File: src/hdl/smecr_pkg.sv
// Shared types and constants for the Sobel minimum-eigenvalue corner core.
// Depends on nothing; imported by the controller, datapath and top level.
package smecr_pkg;

    // configuration register indexes
    localparam logic REG_IMAGE_WIDTH = 1'b0;
    localparam logic REG_THRESHOLD   = 1'b1;

    localparam int CFG_DATA_W   = 25;
    localparam int WIDTH_MIN    = 8;
    localparam int WIDTH_RESET  = 640;

    // iteration counts of the sequenced steps
    localparam int SUM_STEPS  = 5;   // taps of a gradient column, columns of the window
    localparam int MUL_STEPS  = 25;  // bits of the serial squarer
    localparam int SQRT_STEPS = 26;  // result bits of the square root
    localparam int STEP_W     = 5;

    typedef enum logic [3:0] {
        S_IDLE,
        S_READ,
        S_SHIFT,
        S_GRAD,
        S_COL,
        S_CSHIFT,
        S_WSUM,
        S_ABS,
        S_MUL,
        S_SINIT,
        S_SQRT,
        S_FIN
    } t_state;

    // commands from the controller to the datapath
    typedef struct packed {
        logic              accept;
        logic              read;
        logic              shift;
        logic              grad;
        logic              col_step;
        logic              cshift;
        logic              wsum_step;
        logic              abs_diff;
        logic              mul_step;
        logic              sqrt_init;
        logic              sqrt_step;
        logic              load_out;
        logic [STEP_W-1:0] step;
    } t_cmd;

    // status from the datapath to the controller
    typedef struct packed {
        logic has_result;
        logic full_window;
        logic out_free;
    } t_status;

endpackage

File: src/hdl/smecr_ctrl.sv
// Sequencer for one pixel item: memory read, gradient, sums, squarer, root.
// Depends on smecr_pkg; drives t_cmd into smecr_datapath.
module smecr_ctrl
    import smecr_pkg::*;
(
    input  logic    i_clk,
    input  logic    i_rst_n,
    input  logic    i_in_valid,
    input  t_status i_status,
    output logic    o_in_stall,
    output t_cmd    o_cmd
);

    t_state            r_state, n_state;
    logic [STEP_W-1:0] r_step, n_step;

    // state and step counter
    always_ff @(posedge i_clk) begin
        if (!i_rst_n) begin
            r_state <= S_IDLE;
            r_step  <= '0;
        end else begin
            r_state <= n_state;
            r_step  <= n_step;
        end
    end

    // next state and commands
    always_comb begin
        n_state    = r_state;
        n_step     = r_step;
        o_cmd      = '0;
        o_cmd.step = r_step;
        o_in_stall = 1'b1;
        unique case (r_state)
            S_IDLE: begin
                o_in_stall = 1'b0;
                if (i_in_valid) begin
                    o_cmd.accept = 1'b1;
                    n_state      = S_READ;
                end
            end
            S_READ: begin
                o_cmd.read = 1'b1;
                n_state    = S_SHIFT;
            end
            S_SHIFT: begin
                o_cmd.shift = 1'b1;
                n_state     = S_GRAD;
            end
            S_GRAD: begin
                o_cmd.grad = 1'b1;
                n_step     = '0;
                n_state    = S_COL;
            end
            S_COL: begin
                o_cmd.col_step = 1'b1;
                n_step         = r_step + 1'b1;
                if (r_step == STEP_W'(SUM_STEPS - 1)) begin
                    n_state = S_CSHIFT;
                end
            end
            S_CSHIFT: begin
                o_cmd.cshift = 1'b1;
                n_step       = '0;
                priority if (!i_status.has_result) begin
                    n_state = S_IDLE;
                end else if (i_status.full_window) begin
                    n_state = S_WSUM;
                end else begin
                    n_state = S_FIN;
                end
            end
            S_WSUM: begin
                o_cmd.wsum_step = 1'b1;
                n_step          = r_step + 1'b1;
                if (r_step == STEP_W'(SUM_STEPS - 1)) begin
                    n_state = S_ABS;
                end
            end
            S_ABS: begin
                o_cmd.abs_diff = 1'b1;
                n_step         = '0;
                n_state        = S_MUL;
            end
            S_MUL: begin
                o_cmd.mul_step = 1'b1;
                n_step         = r_step + 1'b1;
                if (r_step == STEP_W'(MUL_STEPS - 1)) begin
                    n_state = S_SINIT;
                end
            end
            S_SINIT: begin
                o_cmd.sqrt_init = 1'b1;
                n_step          = '0;
                n_state         = S_SQRT;
            end
            S_SQRT: begin
                o_cmd.sqrt_step = 1'b1;
                n_step          = r_step + 1'b1;
                if (r_step == STEP_W'(SQRT_STEPS - 1)) begin
                    n_state = S_FIN;
                end
            end
            S_FIN: begin
                if (i_status.out_free) begin
                    o_cmd.load_out = 1'b1;
                    n_state        = S_IDLE;
                end
            end
            default: begin
                n_state = S_IDLE;
            end
        endcase
    end

    // an accepted item always starts with the memory read
    a_accept_read: assert property (@(posedge i_clk) disable iff (!i_rst_n)
        o_cmd.accept |=> r_state == S_READ)
        else $error("accept not followed by read");

    // result register is loaded only when it can take an item
    a_load_free: assert property (@(posedge i_clk) disable iff (!i_rst_n)
        o_cmd.load_out |-> i_status.out_free)
        else $error("output loaded while occupied");

    // the root always runs its full bit count
    a_sqrt_len: assert property (@(posedge i_clk) disable iff (!i_rst_n)
        (r_state == S_SQRT && r_step == STEP_W'(SQRT_STEPS - 1)) |=> r_state == S_FIN)
        else $error("square root ended early or late");

endmodule

File: config.mk
export PLATFORM = sky130hd
export DESIGN_NAME = smecr_ctrl
export DESIGN_NICKNAME = d
export VERILOG_FILES = /design/src/hdl/smecr_pkg.sv /design/src/hdl/smecr_ctrl.sv
export SDC_FILE = /design/constraint.sdc
export NUM_CORES = 1
export LEC_CHECK = 0
export BUFFER_PORTS_ARGS = -buffer_cell sky130_fd_sc_hd__buf_2
export CORE_MARGIN = 2
export CORE_UTILIZATION = 48
export DETAILED_ROUTE_END_ITERATION = 8
export MAX_ROUTING_LAYER = met4
export PLACE_DENSITY_LB_ADDON = 0.12
export SYNTH_ARGS = -nofsm -noshare
export SYNTH_HDL_FRONTEND = slang
export SYNTH_SLANG_ARGS = --single-unit
File: constraint.sdc
create_clock -name i_clk -period 2.32 [get_ports i_clk]
set_clock_uncertainty 0.15 [all_clocks]
set_input_delay 0.116 -clock i_clk [delete_from_list [all_inputs] [get_ports i_clk]]
set_output_delay 0.116 -clock i_clk [all_outputs]
set_load 0.05 [all_outputs]
==> metrics.cfg <==
[status]
status = finished, final reports clean

[sta]
maxSlewHeadroom_pct = 65.8
tightest_slew_ns = 0.513
setup-violations-final = 0
timing_hold_violations_final = 0
rsz0062_at_grt = no
slew_viol_final = 0
min_period_over_period_pct = 83.5
tns_ns = 0
finalCriticalPeriod_ns = 1.94
max_freq_mhz = 516

[clock_tree]
path_clk_slew_ns = 0.06
post_cts.repair.setup_buffers = 0
clkLatencyLatePin_ns = 0.26
numCtsBuffers = 3
clockBufferDepth = 2
root_buffer = clkbuf_4
cts_tree = built
htree_levels = 1
clock-sinks = 9

[global_routing]
grt_max_degree = 15
antenna_found_initial = 0
grt_pass1_wl_um = 2630
grt_pass1_vias = 608
grt_overflow = 0
track_usage_pct = 19.9

[final_layout]
final_layout_size_suffix_gt1_share_pct = 31.0
n_antenna_cell = 0
finalInstanceArea_um2 = 827
final_nets = 123
area_growth_pct = 21.7

[logic_synthesis]
synthArstFlopShare_pct = 0
yosys_warnings = 0
synth-compound-area-share_pct = 24.1
ys.flop_type = dfxtp_1
syn_avg_cell_area_um2 = 7.72
synth-seq-cells = 9
syn_nets = 97
synthMuxAreaShare_pct = 1.47
yosysSeqAreaShare_pct = 26.5
synthSimpleGateAreaFrac_pct = 30.2
synth_top_family_by_area = simple AND/OR/NAND/NOR gates
synth_cells = 88
synth_edf_count = 0
ys_types = 35
synth_fa_ha_area_share_pct = 5.52
synth_xor_area_share_pct = 2.39
netlist_area_um2 = 679

[min_path]
hold_start = i_status[0]
hp-class = primary input to flip-flop

[setup_path]
r2r_cells = 4
cp-end-kind = primary output
setup.worst_path.start_class = flip-flop
cp_data_arrival_time_ns = 1.67
worstSetupPathType = flip-flop to primary output
cp-endpoint = o_cmd[16]
r2r-start = r_state[2]
ff2ff_setup_slack_ns = 0.61
crit_start = r_state[2]
r2r-end = r_state[0]
path_max_fanout = 11
worst-endpoint-required_ns = 2.05

[drt]
dr.pass1.iters = 4
wl_per_cell_um = 12.3
vias = 687
drc_errors = 0
via_per_inst = 5.37
ant_nets = 0
drt-initial-drc-count = 20
wl_um = 1580

[die]
initial_core_util_pct = 51.6
rows = 13
dieArea_um2 = 1730
dieHeight_um = 41.6
die_x_um = 41.6
design.core.area_um2 = 1320
boundaryPins = 24

[power]
power_w = 0.000496
ir_drop_v = 0.000334
power.density_nw_per_um2 = 599
p_leak_nw = 0.371

[job]
timing.max_cap.violations = 0

[place]
portBuffers = 23
dpl-instance-area_um2 = 781
dp_hpwl_um = 1120
gp_congestion = 0.772

## through the flow
stage	worst slack [ns]	hold WS, ns	instances	utilization [%]
2_1_floorplan	0.265	0.119	88	-
3_3_place_gp	0.696	0.247	122	59.3
3_5_place_dp	0.667	0.249	122	59.3
4_1_cts	0.383	0.0147	128	62.8
5_1_grt	0.253	0.0501	128	62.8
6_report	0.383	0.0330	128	62.8
## kinds of logic (layout without fill, tap and decap cells)
family                   count (synthesis)  count (layout)
AND/OR/NAND/NOR                         39              39
XOR/XNOR                                 1               1
AO/OA/AOI/OAI                           22              22
multiplexers                             1               1
adder cells (fa/ha/maj)                  3               3
buffers and inverters                   13              38
flip-flops                               9               9
## synthesized netlist by cell type (2+ instances only)
library cell / count / area [µm²]
buf_2: 2 / 10.0
nand3_1: 3 / 15.0
nor3_1: 8 / 40.0
ha_1: 3 / 37.5
nand2b_1: 3 / 18.8
a21oi_2: 2 / 17.5
nand2_1: 5 / 18.8
a21oi_1: 6 / 30.0
o21ai_1: 2 / 10.0
inv_1: 8 / 30.0
and2_1: 2 / 12.5
dfxtp_1: 9 / 180
nor2_1: 12 / 45.0
buf_6: 2 / 22.5
## final cells by class
type                       instances  area, µm²
multi-input combinational         66        433
clock buffer                       4       26.3
sequential                         9        180
fill                             116        490
timing repair buffer              25        135
inverter                           9       33.8
tap                               15       18.8
## where the power goes
part	total, W	switching [W]	internal [W]	leakage, nW
clock network	0.000121	0.0000548	0.0000663	0.0150
registers	0.000195	0.0000311	0.000164	0.0730
logic	0.000180	0.000123	0.0000572	0.283
## repair_timing
item / 4_1_cts / 5_1_grt
hold buffers: 2 / 0
setup endpoints to repair: 0 / 0
hold endpoints to repair: 2 / 0
resized for setup: 0 / 0
## layer usage
| metal | wire (µm) | track usage, % | vias up |
|---|---|---|---|
| li1 | - | - | 357 |
| met1 | 808 | 26.3 | 313 |
| met2 | 694 | 30.3 | 15 |
| met3 | 68 | 3.04 | 2 |
| met4 | 8 | 7.74 | 0 |
| met5 | 0 | - | - |
## sequential cells by signal, summed over array words and instances, names as in the netlist
| register | flops |
|---|---|
| r_state | 4 |
| r_step | 5 |
## worst max-delay path, cell delays in order, from the launching register on
cell and delay (ns):
dfxtp_1 0.45, or4_4 0.61, nor2_1 0.09, buf_2 0.26
## how the worst min path moves through the flow
stage	depth (start not counted)	slack, ns	endpoint
after floorplan	1	0.12	r_state[2]
after global placement	2	0.25	r_state[2]
after detailed placement	2	0.25	r_state[2]
after CTS	4	0.01	r_state[0]
after global routing	4	0.05	r_state[0]
final	4	0.03	r_state[0]
## placed cells by master (no fill, tap or decap), types with 2 or more instances in the layout
cell type      synthesis  routed
clkbuf_4               0       3
nor2_1                12      12
nand2b_1               3       3
nand2_1                5       5
inv_1                  8       8
a21oi_1                6       6
ha_1                   3       3
buf_2                  2      23
o21ai_1                2       2
a21oi_2                2       2
nor3_1                 8       8
nand3_1                3       3
and2_1                 2       2
dfxtp_1                9       9
dlygate4sd3_1          0       2
(Power assumes the default switching activity.)
